File: src/rtl/core/mvat_pkg.sv
// ----------------------------------------------------------------------------
// mvat_pkg
// Shared types and constants of the MIDI voice allocator / timer setup block.
// ----------------------------------------------------------------------------
package mvat_pkg;

	localparam int VOICES = 4;

	// request kinds on the input tuser field
	localparam logic [1:0] REQ_MIDI   = 2'd0;
	localparam logic [1:0] REQ_TBL    = 2'd1;
	localparam logic [1:0] REQ_ALLOFF = 2'd2;

	// status byte upper nibbles
	localparam logic [3:0] MSG_NOTE_OFF = 4'h8;
	localparam logic [3:0] MSG_NOTE_ON  = 4'h9;
	localparam logic [3:0] MSG_BEND     = 4'hE;

	localparam logic [13:0] BEND_CENTER = 14'd8192;
	localparam logic [15:0] LN2_Q16     = 16'd45426;
	// x / 49152 = ((x >> 14) * ceil(2^17 / 3)) >> 17, exact for x >> 14 below 2^17
	localparam logic [15:0] DIV3_RECIP  = 16'd43691;
	localparam logic [16:0] ONE_Q16     = 17'd65536;

	typedef enum logic [2:0] {
		K_NONE,
		K_TBL,
		K_ALLOFF,
		K_ON,
		K_OFF,
		K_BEND
	} kind_t;

	typedef struct packed {
		logic load_item;
		logic tbl_wr;
		logic tbl_rd;
		logic on_set;
		logic off_set;
		logic alloff_set;
		logic alloff_next;
		logic tdiv_start;
		logic t_load;
		logic fac_load;
		logic first_busy;
		logic next_busy;
		logic bend_mul;
		logic bend_sat;
		logic prog_setup;
		logic rel_start;
		logic res_zero;
		logic res_rel;
	} cmd_t;

	typedef struct packed {
		kind_t kind;
		logic  on_ok;
		logic  off_ok;
		logic  bend_ok;
		logic  is_last;
		logic  zero;
		logic  div_done;
		logic  out_full;
	} stat_t;

	// prescaler exponent: prescaler = 2^k - 1
	function automatic logic [3:0] band_shift(input logic [15:0] f);
		logic [3:0] k;
		if (f == 16'd1) k = 4'd10;
		else if (f <= 16'd3) k = 4'd9;
		else if (f <= 16'd7) k = 4'd8;
		else if (f <= 16'd15) k = 4'd7;
		else if (f <= 16'd32) k = 4'd6;
		else if (f <= 16'd63) k = 4'd5;
		else if (f <= 16'd127) k = 4'd4;
		else if (f <= 16'd255) k = 4'd3;
		else if (f <= 16'd511) k = 4'd2;
		else k = 4'd1;
		return k;
	endfunction

	// max(5, 16/f) for f >= 1
	function automatic logic [9:0] min_pw(input logic [15:0] f);
		logic [9:0] m;
		if (f == 16'd1) m = 10'd16;
		else if (f == 16'd2) m = 10'd8;
		else m = 10'd5;
		return m;
	endfunction

endpackage

File: src/rtl/core/mvat_div.sv
// ----------------------------------------------------------------------------
// mvat_div
// Restoring divider, one quotient bit per cycle.
// ----------------------------------------------------------------------------
module mvat_div (
	input  logic        clk,
	input  logic        arst_n,
	input  logic        start,
	input  logic [31:0] dividend,
	input  logic [31:0] divisor,
	output logic        done,
	output logic [31:0] quotient
);
	logic [31:0] rem_q, quo_q, den_q;
	logic [5:0]  cnt_q;
	logic        busy_q, done_q;
	logic [32:0] rem_sh, diff;

	assign rem_sh = {rem_q, quo_q[31]};
	assign diff   = rem_sh - {1'b0, den_q};

	always_ff @(posedge clk or negedge arst_n) begin
		if (!arst_n) begin
			busy_q <= 1'b0;
			done_q <= 1'b0;
			cnt_q  <= '0;
		end else begin
			done_q <= 1'b0;
			if (start) begin
				busy_q <= 1'b1;
				cnt_q  <= 6'd32;
			end else if (busy_q) begin
				cnt_q <= cnt_q - 6'd1;
				if (cnt_q == 6'd1) begin
					busy_q <= 1'b0;
					done_q <= 1'b1;
				end
			end
		end
	end

	always_ff @(posedge clk) begin
		if (start) begin
			rem_q <= '0;
			quo_q <= dividend;
			den_q <= divisor;
		end else if (busy_q) begin
			if (!diff[32]) begin
				rem_q <= diff[31:0];
				quo_q <= {quo_q[30:0], 1'b1};
			end else begin
				rem_q <= rem_sh[31:0];
				quo_q <= {quo_q[30:0], 1'b0};
			end
		end
	end

	assign done     = done_q;
	assign quotient = quo_q;
endmodule

File: src/rtl/core/mvat_dp.sv
// ----------------------------------------------------------------------------
// mvat_dp
// Datapath: configuration registers, item register, voice state, frequency
// table, bend math, timer value computation and the result register.
// ----------------------------------------------------------------------------
module mvat_dp #(
	parameter int TIMER_CLOCK_HZ = 64000000,
	parameter int NOTE_ENTRIES   = 96
) (
	input  logic            clk,
	input  logic            arst_n,
	input  mvat_pkg::cmd_t  cmd,
	output mvat_pkg::stat_t stat,
	input  logic [1:0]      req_type,
	input  logic [7:0]      status,
	input  logic [6:0]      data1,
	input  logic [6:0]      data2,
	input  logic [6:0]      table_index,
	input  logic [15:0]     table_freq,
	input  logic            cfg_we,
	input  logic [1:0]      cfg_index,
	input  logic [15:0]     cfg_data,
	output logic            out_valid,
	input  logic            out_ready,
	output logic [1:0]      voice,
	output logic            enable,
	output logic [9:0]      prescaler,
	output logic [15:0]     reload,
	output logic [15:0]     compare,
	output logic            last
);
	import mvat_pkg::*;

	localparam int TBL_AW = (NOTE_ENTRIES > 1) ? $clog2(NOTE_ENTRIES) : 1;
	localparam logic [31:0] TCLK = 32'(TIMER_CLOCK_HZ);

	// configuration
	logic [15:0] max_freq_q;
	logic [9:0]  max_pw_q, pw_a_q, pw_b_q;

	always_ff @(posedge clk or negedge arst_n) begin
		if (!arst_n) begin
			max_freq_q <= 16'd1000;
			max_pw_q   <= 10'd200;
			pw_a_q     <= 10'd100;
			pw_b_q     <= 10'd100;
		end else if (cfg_we) begin
			case (cfg_index)
				2'd0:    max_freq_q <= cfg_data;
				2'd1:    max_pw_q   <= cfg_data[9:0];
				2'd2:    pw_a_q     <= cfg_data[9:0];
				2'd3:    pw_b_q     <= cfg_data[9:0];
				default: max_freq_q <= max_freq_q;
			endcase
		end
	end

	// item register
	kind_t       kind_q;
	logic [6:0]  d1_q, d2_q, tidx_q;
	logic [15:0] tfreq_q;
	kind_t       kind_d;

	always_comb begin
		kind_d = K_NONE;
		case (req_type)
			REQ_TBL:    kind_d = K_TBL;
			REQ_ALLOFF: kind_d = K_ALLOFF;
			REQ_MIDI: begin
				if (status[7:4] == MSG_NOTE_ON) kind_d = K_ON;
				else if (status[7:4] == MSG_NOTE_OFF) kind_d = K_OFF;
				else if (status[7:4] == MSG_BEND) kind_d = K_BEND;
				else kind_d = K_NONE;
			end
			default: kind_d = K_NONE;
		endcase
	end

	always_ff @(posedge clk or negedge arst_n) begin
		if (!arst_n) kind_q <= K_NONE;
		else if (cmd.load_item) kind_q <= kind_d;
	end

	always_ff @(posedge clk) begin
		if (cmd.load_item) begin
			d1_q    <= data1;
			d2_q    <= data2;
			tidx_q  <= table_index;
			tfreq_q <= table_freq;
		end
	end

	// frequency table
	logic [15:0] tbl_mem [NOTE_ENTRIES];
	logic [15:0] tbl_rd_q;

	always_ff @(posedge clk) begin
		if (cmd.tbl_wr && (32'(tidx_q) < 32'(NOTE_ENTRIES)))
			tbl_mem[tidx_q[TBL_AW-1:0]] <= tfreq_q;
		if (cmd.tbl_rd)
			tbl_rd_q <= tbl_mem[d1_q[TBL_AW-1:0]];
	end

	// voice state
	logic [VOICES-1:0] busy_q;
	logic [6:0]        note_q [VOICES];
	logic [15:0]       base_q [VOICES];
	logic [1:0]        ptr_q;

	logic       free_found, match_found, nxt_found, first_found;
	logic [1:0] free_idx, match_idx, nxt_idx, first_idx;

	always_comb begin
		free_found = 1'b0; free_idx = '0;
		match_found = 1'b0; match_idx = '0;
		nxt_found = 1'b0; nxt_idx = '0;
		first_found = 1'b0; first_idx = '0;
		for (int v = VOICES - 1; v >= 0; v--) begin
			if (!busy_q[v]) begin
				free_found = 1'b1; free_idx = 2'(v);
			end
			if (busy_q[v] && note_q[v] == d1_q) begin
				match_found = 1'b1; match_idx = 2'(v);
			end
			if (busy_q[v]) begin
				first_found = 1'b1; first_idx = 2'(v);
			end
			if (busy_q[v] && 2'(v) > ptr_q) begin
				nxt_found = 1'b1; nxt_idx = 2'(v);
			end
		end
	end

	logic [15:0] freq_q;

	always_ff @(posedge clk or negedge arst_n) begin
		if (!arst_n) begin
			busy_q <= '0;
			ptr_q  <= '0;
			for (int v = 0; v < VOICES; v++) begin
				note_q[v] <= '0;
				base_q[v] <= '0;
			end
		end else begin
			if (cmd.tbl_rd) ptr_q <= free_idx;
			if (cmd.on_set) begin
				busy_q[ptr_q] <= 1'b1;
				note_q[ptr_q] <= d1_q;
				base_q[ptr_q] <= tbl_rd_q;
			end
			if (cmd.off_set) begin
				ptr_q <= match_idx;
				busy_q[match_idx] <= 1'b0;
			end
			if (cmd.alloff_set) begin
				ptr_q  <= '0;
				busy_q <= '0;
			end
			if (cmd.alloff_next) ptr_q <= ptr_q + 2'd1;
			if (cmd.first_busy) ptr_q <= first_idx;
			if (cmd.next_busy) ptr_q <= nxt_idx;
		end
	end

	// bend math
	logic [13:0] bv, mag;
	logic        bneg;
	logic [29:0] tprod;
	logic [29:0] tprod_s1;
	logic [15:0] tsh;
	logic [31:0] trec;
	logic [12:0] q_q;
	logic        neg_q;
	logic [25:0] qsq;
	logic [17:0] fac_sum;
	logic [16:0] fac_q;
	logic [32:0] bprod_s1;
	logic [16:0] bf;

	assign bv    = {d2_q, d1_q};
	assign bneg  = (bv < BEND_CENTER);
	assign mag   = bneg ? (BEND_CENTER - bv) : (bv - BEND_CENTER);
	assign tprod = 30'(mag) * 30'(LN2_Q16);
	// |t| = tprod / 49152 by shift and reciprocal multiply
	assign tsh   = tprod_s1[29:14];
	assign trec  = 32'(tsh) * 32'(DIV3_RECIP);
	assign qsq   = 26'(q_q) * 26'(q_q);
	assign fac_sum = neg_q ? (18'(ONE_Q16) - 18'(q_q) + 18'(qsq[25:17]))
	                       : (18'(ONE_Q16) + 18'(q_q) + 18'(qsq[25:17]));
	assign bf    = bprod_s1[32:16];

	// reload divider
	logic        div_start, div_done;
	logic [31:0] div_num, div_den, div_quo;

	// program setup
	logic [15:0] maxf, fc;
	logic [9:0]  pw, pwc, mpw;
	logic [3:0]  k;
	logic [15:0] cmp_c;
	logic [15:0] fc_q, cmp_q;
	logic [3:0]  k_q;
	logic        zero_q;

	always_comb begin
		pw   = ptr_q[1] ? pw_b_q : pw_a_q;
		maxf = (max_freq_q == 16'd0) ? 16'd1 : max_freq_q;
		fc   = (freq_q > maxf) ? maxf : freq_q;
		mpw  = min_pw(fc);
		pwc  = (pw > max_pw_q) ? max_pw_q : pw;
		pwc  = (pwc < mpw) ? mpw : pwc;
		k    = band_shift(fc);
		cmp_c = {pwc, 6'd0} >> k;
	end

	always_ff @(posedge clk or negedge arst_n) begin
		if (!arst_n) zero_q <= 1'b0;
		else if (cmd.prog_setup) zero_q <= (pw == 10'd0) || (freq_q == 16'd0);
	end

	always_ff @(posedge clk) begin
		if (cmd.tdiv_start) tprod_s1 <= tprod;
		if (cmd.t_load) begin
			q_q   <= trec[29:17];
			neg_q <= bneg;
		end
		if (cmd.fac_load) fac_q <= fac_sum[16:0];
		if (cmd.bend_mul) bprod_s1 <= 33'(base_q[ptr_q]) * 33'(fac_q);
		if (cmd.on_set) freq_q <= tbl_rd_q;
		else if (cmd.off_set || cmd.alloff_set || cmd.alloff_next) freq_q <= '0;
		else if (cmd.bend_sat) freq_q <= bf[16] ? 16'hFFFF : bf[15:0];
		if (cmd.prog_setup) begin
			fc_q  <= fc;
			k_q   <= k;
			cmp_q <= cmp_c;
		end
	end

	assign div_start = cmd.rel_start;
	assign div_num   = TCLK;
	assign div_den   = 32'(fc_q) << k_q;

	mvat_div u_div (
		.clk      (clk),
		.arst_n   (arst_n),
		.start    (div_start),
		.dividend (div_num),
		.divisor  (div_den),
		.done     (div_done),
		.quotient (div_quo)
	);

	// result register
	logic        is_last;
	logic        ov_q;
	logic [10:0] psc_w;

	always_comb begin
		case (kind_q)
			K_ALLOFF: is_last = (ptr_q == 2'd3);
			K_BEND:   is_last = !nxt_found;
			default:  is_last = 1'b1;
		endcase
	end

	assign psc_w = (11'd1 << k_q) - 11'd1;

	always_ff @(posedge clk or negedge arst_n) begin
		if (!arst_n) ov_q <= 1'b0;
		else if (cmd.res_zero || cmd.res_rel) ov_q <= 1'b1;
		else if (out_ready) ov_q <= 1'b0;
	end

	always_ff @(posedge clk) begin
		if (cmd.res_zero) begin
			voice     <= ptr_q;
			enable    <= 1'b0;
			prescaler <= '0;
			reload    <= '0;
			compare   <= '0;
			last      <= is_last;
		end else if (cmd.res_rel) begin
			voice     <= ptr_q;
			enable    <= 1'b1;
			prescaler <= psc_w[9:0];
			reload    <= (div_quo > 32'd65535) ? 16'hFFFF : div_quo[15:0];
			compare   <= cmp_q;
			last      <= is_last;
		end
	end

	assign out_valid = ov_q;

	assign stat.kind     = kind_q;
	assign stat.on_ok    = free_found && (32'(d1_q) < 32'(NOTE_ENTRIES));
	assign stat.off_ok   = match_found;
	assign stat.bend_ok  = first_found;
	assign stat.is_last  = is_last;
	assign stat.zero     = zero_q;
	assign stat.div_done = div_done;
	assign stat.out_full = ov_q;
endmodule

File: src/rtl/core/mvat_ctrl.sv
// ----------------------------------------------------------------------------
// mvat_ctrl
// Sequencer: decodes the item and steps the datapath through each result.
// ----------------------------------------------------------------------------
module mvat_ctrl (
	input  logic            clk,
	input  logic            arst_n,
	input  logic            in_valid,
	output logic            in_ready,
	input  mvat_pkg::stat_t stat,
	output mvat_pkg::cmd_t  cmd
);
	import mvat_pkg::*;

	typedef enum logic [3:0] {
		S_IDLE,
		S_DECODE,
		S_ON_READ,
		S_BEND_DIV,
		S_BEND_FAC,
		S_BEND_MUL,
		S_BEND_SAT,
		S_PROG,
		S_PROG2,
		S_REL_WAIT,
		S_OUT
	} state_t;

	state_t state_q, state_d;

	always_ff @(posedge clk or negedge arst_n) begin
		if (!arst_n) state_q <= S_IDLE;
		else state_q <= state_d;
	end

	assign in_ready = (state_q == S_IDLE);

	always_comb begin
		cmd     = '0;
		state_d = state_q;
		case (state_q)
			S_IDLE: begin
				if (in_valid) begin
					cmd.load_item = 1'b1;
					state_d = S_DECODE;
				end
			end
			S_DECODE: begin
				state_d = S_IDLE;
				case (stat.kind)
					K_TBL: cmd.tbl_wr = 1'b1;
					K_ALLOFF: begin
						cmd.alloff_set = 1'b1;
						state_d = S_PROG;
					end
					K_ON: begin
						if (stat.on_ok) begin
							cmd.tbl_rd = 1'b1;
							state_d = S_ON_READ;
						end
					end
					K_OFF: begin
						if (stat.off_ok) begin
							cmd.off_set = 1'b1;
							state_d = S_PROG;
						end
					end
					K_BEND: begin
						if (stat.bend_ok) begin
							cmd.tdiv_start = 1'b1;
							state_d = S_BEND_DIV;
						end
					end
					default: state_d = S_IDLE;
				endcase
			end
			S_ON_READ: begin
				cmd.on_set = 1'b1;
				state_d = S_PROG;
			end
			S_BEND_DIV: begin
				cmd.t_load = 1'b1;
				state_d = S_BEND_FAC;
			end
			S_BEND_FAC: begin
				cmd.fac_load   = 1'b1;
				cmd.first_busy = 1'b1;
				state_d = S_BEND_MUL;
			end
			S_BEND_MUL: begin
				cmd.bend_mul = 1'b1;
				state_d = S_BEND_SAT;
			end
			S_BEND_SAT: begin
				cmd.bend_sat = 1'b1;
				state_d = S_PROG;
			end
			S_PROG: begin
				cmd.prog_setup = 1'b1;
				state_d = S_PROG2;
			end
			S_PROG2: begin
				if (stat.zero) begin
					cmd.res_zero = 1'b1;
					state_d = S_OUT;
				end else begin
					cmd.rel_start = 1'b1;
					state_d = S_REL_WAIT;
				end
			end
			S_REL_WAIT: begin
				if (stat.div_done) begin
					cmd.res_rel = 1'b1;
					state_d = S_OUT;
				end
			end
			S_OUT: begin
				if (!stat.out_full) begin
					if (stat.is_last) state_d = S_IDLE;
					else if (stat.kind == K_ALLOFF) begin
						cmd.alloff_next = 1'b1;
						state_d = S_PROG;
					end else begin
						cmd.next_busy = 1'b1;
						state_d = S_BEND_MUL;
					end
				end
			end
			default: state_d = S_IDLE;
		endcase
	end
endmodule

File: src/rtl/core/midi_voice_allocator_timer_setup.sv
// ----------------------------------------------------------------------------
// midi_voice_allocator_timer_setup
// Four-voice MIDI note allocator producing PWM timer settings per voice.
// Results: a note-on result follows its reload divide; a bend first computes
//   its factor, then gives one result per busy voice, each after its own
//   reload divide once the previous result is taken; disabled results skip it.
// Throughput: one item at a time; the results of an item come one at a time
//   through the shared bit-serial reload divider.
// Reset: arst_n clears voices, the sequencer and the output valid flag; the
//   config registers return to their defaults. The note table is not cleared.
// ----------------------------------------------------------------------------
module midi_voice_allocator_timer_setup #(
	parameter int TIMER_CLOCK_HZ = 64000000,
	parameter int NOTE_ENTRIES   = 96
) (
	input  logic        clk,
	input  logic        arst_n,
	// input items
	input  logic        s_axis_tvalid,
	output logic        s_axis_tready,
	input  logic [47:0] s_axis_tdata,  // status, data1, data2, table_index, table_freq
	input  logic [1:0]  s_axis_tuser,  // req_type
	// result items
	output logic        m_axis_tvalid,
	input  logic        m_axis_tready,
	output logic [47:0] m_axis_tdata,  // voice, prescaler, reload, compare
	output logic        m_axis_tuser,  // enable
	output logic        m_axis_tlast,  // last result of an item
	// configuration writes
	input  logic        cfg_we,
	input  logic [1:0]  cfg_index,
	input  logic [15:0] cfg_data
);
	import mvat_pkg::*;

	cmd_t  cmd;
	stat_t stat;

	logic [1:0]  voice;
	logic [9:0]  prescaler;
	logic [15:0] reload, compare;

	// sequencer: one item in flight, walks voices one result at a time
	mvat_ctrl u_ctrl (
		.clk      (clk),
		.arst_n   (arst_n),
		.in_valid (s_axis_tvalid),
		.in_ready (s_axis_tready),
		.stat     (stat),
		.cmd      (cmd)
	);

	// datapath: voice registers, note table memory, divider, result register
	mvat_dp #(
		.TIMER_CLOCK_HZ (TIMER_CLOCK_HZ),
		.NOTE_ENTRIES   (NOTE_ENTRIES)
	) u_dp (
		.clk         (clk),
		.arst_n      (arst_n),
		.cmd         (cmd),
		.stat        (stat),
		.req_type    (s_axis_tuser),
		.status      (s_axis_tdata[7:0]),
		.data1       (s_axis_tdata[14:8]),
		.data2       (s_axis_tdata[21:15]),
		.table_index (s_axis_tdata[28:22]),
		.table_freq  (s_axis_tdata[44:29]),
		.cfg_we      (cfg_we),
		.cfg_index   (cfg_index),
		.cfg_data    (cfg_data),
		.out_valid   (m_axis_tvalid),
		.out_ready   (m_axis_tready),
		.voice       (voice),
		.enable      (m_axis_tuser),
		.prescaler   (prescaler),
		.reload      (reload),
		.compare     (compare),
		.last        (m_axis_tlast)
	);

	assign m_axis_tdata = {4'd0, compare, reload, prescaler, voice};
endmodule
File: config.mk
export PLATFORM = sky130hd
export DESIGN_NAME = midi_voice_allocator_timer_setup
export DESIGN_NICKNAME = d
export VERILOG_FILES = /design/src/rtl/core/mvat_pkg.sv /design/src/rtl/core/mvat_div.sv /design/src/rtl/core/mvat_dp.sv /design/src/rtl/core/mvat_ctrl.sv /design/src/rtl/core/midi_voice_allocator_timer_setup.sv
export SDC_FILE = /design/constraint.sdc
export NUM_CORES = 2
export LEC_CHECK = 0
export BUFFER_PORTS_ARGS = -buffer_cell sky130_fd_sc_hd__buf_2
export CAP_MARGIN = 20
export CORE_ASPECT_RATIO = 0.6
export CORE_UTILIZATION = 42
export CTS_CLUSTER_DIAMETER = 40
export DETAILED_ROUTE_END_ITERATION = 12
export GPL_ROUTABILITY_DRIVEN = 0
export PLACE_DENSITY_LB_ADDON = 0.3
export SLEW_MARGIN = 5
export SYNTH_ARGS = -nofsm -noshare
export SYNTH_HDL_FRONTEND = slang
export SYNTH_HIERARCHICAL = 1
export SYNTH_SLANG_ARGS = --single-unit
File: constraint.sdc
create_clock -name clk -period 22.6 [get_ports clk]
set_clock_uncertainty 0.1 [all_clocks]
set_input_delay 2.26 -clock clk [delete_from_list [all_inputs] [get_ports clk]]
set_output_delay 2.26 -clock clk [all_outputs]
set_load 0.1 [all_outputs]
==> reports/metrics.csv <==
stage,metric,value,unit
sta,finalHoldViolations,0,
run,max-cap-violations,0,
routing,dr.pass1.iters,5,
sta,fin_ws,13440,ps
sta,worstMarginPinSlew,1211,ps
sta,slew_headroom,19.24,%
setup_path,required,23070,ps
place,pre_cts_slack,13450,ps
final_layout,finalNetCount,8068,
yosys,synthArstFlopShare,8.018,%
yosys,synth_area,103500,µm²
sta,grt_setup_unrepaired,false,
clock_network,cts.clk_slew.worst_paths,60,ps
die,row_count,140,
die,chipWidth,642.8,µm
setup_path,worstSetupStartpointType,flip-flop,
sta,setup_viol,0,
place,io_buffers,113,
clock_network,numCtsBuffers,208,
final_layout,final_common_cell,edfxtp_1,
routing,post_drt_via_cell_ratio,5.599,
place,hpwl,172.6,mm
clock_network,postCtsSetupRepairBufs,0,
clock_network,cts.repair.resized,0,
clock_network,htree_levels,4,
grt,grt_overflow,0,
yosys,ys_types,104,
routing,drt-initial-drc-count,6503,
setup_path,cpPeakStageDelay,730,ps
yosys,ys_warn_count,6,
final_layout,final_cell_mix,"1772 x edfxtp_1, 811 x inv_1, 507 x mux4_2, 485 x ha_1, 445 x fa_1",
clock_network,cts-root-buf,clkbuf_16,
yosys,syn-instance-count,6825,
die,start_util,42.44,%
sta,fmax,109.2,MHz
clock_network,clkLatencyLatePin,890,ps
yosys,synth_edf_count,1772,
status,status,"complete, no violations",
routing,wl_per_cell,24.66,µm
yosys,synth_area_leaders,"edfxtp_1 51%, mux4_2 11%, fa_1 8.6%",
yosys,synth_seq_area_share,56.79,%
die,io_pins,125,
clock_network,cts_tree,done,
final_layout,drive_above_1_share,19.41,%
sta,fin_crit_sh,40.52,%
hold_path,hold_path.class,reg2reg,
sta,finalMaxSlewViolations,0,
grt,grt_usage,20.63,%
setup_path,cp_slowest_cell,edfxtp_1,
routing,drc_errors,0,
die,die_y,386.5,µm
sta,fin_crit,9158,ps
yosys,synth_ff_type,edfxtp_1,
clock_network,holdBufCountCts,0,
grt,grt_first_pass_wirelength,384.1,mm
yosys,avgSynthCellArea,15.16,µm²
die,dieArea,248400,µm²
setup_path,cp.arrival,9630,ps
grt,antenna_found_initial,21,
routing,routed_wl,258.9,mm
grt,grt_pass1_vias,58040,
setup_path,cp-end-kind,flip-flop,
setup_path,critPathKind,reg2reg,
setup_path,cp_max_fo,10,
setup_path,path_common_cell,inv_1,
routing,vias,58800,
clock_network,cts_buffer_depth,4,
grt,grt_start_max_net_pins,130,
yosys,synth_seq_cells,2008,
routing,ant_nets,0,
sta,setup_tns,0,ps
yosys,netlist.top_cell.by_area,edfxtp_1,
die,core,243800,µm²
yosys,yosysTopAreaCellShare,51.43,%
clock_network,clkSinkCount,2008,
final_layout,areaGrowthSynthToFinish,11.50,%
## Yosys cell counts (31+ instances only)
cell,count
inv_1,811
nor3_1,71
edfxtp_1,1772
mux2i_1,70
dfrtp_1,146
nor2_1,372
nand3_1,48
ha_1,485
a211oi_1,42
nand2_1,402
nand2b_1,31
o21ai_0,183
mux4_2,507
xor2_1,43
dfxtp_1,75
and2_1,112
clkbuf_1,187
a21o_1,44
fa_1,445
mux2_2,192
buf_1,58
xnor2_1,96
buf_2,33
nor2b_1,34
a311oi_1,33
a21oi_1,158
## critical path, delay by kind of cell, from the launching register on
kind / cells / cell delay [ps]
compound gates: 14 / 3140
xor+xnor: 2 / 370
fa+ha+maj: 7 / 3200
buf+inv: 7 / 760
flops: 1 / 730
simple gates: 3 / 620
## layer usage
metal | wire length (µm) | part of all wire (%) | track usage, % | up-vias
met4 | 4453 | 1.7 | 3.718 | 4
met3 | 25170 | 9.7 | 4.171 | 295
met2 | 106100 | 41 | 28.37 | 2447
met1 | 123200 | 48 | 33.66 | 30550
li1 | - | - | - | 25500
met5 | 34 | 0.013 | 0 | -
## logic make-up after synthesis
group	Yosys count	share of synthesized area (%)
flip-flops	2008	56.79
AND/OR/NAND/NOR	1212	5.445
buffers and inverters	1116	4.206
adder cells (fa/ha/maj)	930	14.47
multiplexers	774	13.87
AO/OA/AOI/OAI	643	4.031
XOR/XNOR	139	1.177
other	3	0.01088
## cell type report
class | count | area, µm²
diodes | 6 | 15.01
multi-input cells | 3736 | 40610
fillers | 20840 | 128500
flip-flops and latches | 2008 | 58760
inverters | 817 | 3067
clock inverters | 127 | 1296
well taps | 3266 | 4086
repair buffers | 294 | 2107
clock buffers | 247 | 5434
## stage by stage
| step | hold slack, ps | util, % | cell area, µm² | instances |
|---|---|---|---|---|
| floorplan | 356.7 | - | 103600 | 6860 |
| global placement | 342.2 | 44.46 | 108400 | 10110 |
| detailed placement | 359.2 | 44.47 | 108400 | 10110 |
| CTS | 374.4 | 47.23 | 115200 | 10490 |
| global route | 405.6 | 47.31 | 115400 | 10500 |
| finish | 364.5 | 47.32 | 115400 | 10500 |
## registers in the layout, summed over array words and instances (netlist names), 17 cells and up
signal	flops
u_dp/u_div/den_q	32
u_dp/tbl_mem	1536
u_dp/note_q	28
u_dp/base_q	64
u_dp/fac_q	17
u_dp/u_div/quotient	32
u_dp/bprod_s1	17
u_dp/u_div/rem_q	32
## path summary, 6_finish.rpt
| path | startpoint | to | slack [ps] | cells after the start |
|---|---|---|---|---|
| setup / recovery | u_dp/q_q[5] | u_dp/fac_q[11] | 13440 | 33 |
| hold / removal | u_dp/enable | u_dp/enable | 360 | 2 |
| setup reg to reg | u_dp/q_q[5] | u_dp/fac_q[11] | 13440 | 33 |
| hold reg to reg | u_dp/enable | u_dp/enable | 360 | 2 |
| max in group asynchronous | arst_n | u_dp/base_q[10] | 19880 | 3 |
| min in group asynchronous | arst_n | u_dp/pw_b_q[9] | 1380 | 1 |
Power is left out: the tool's default activity adds up to more than one toggle a clock period on the data nets, which glitch-free logic cannot reach.
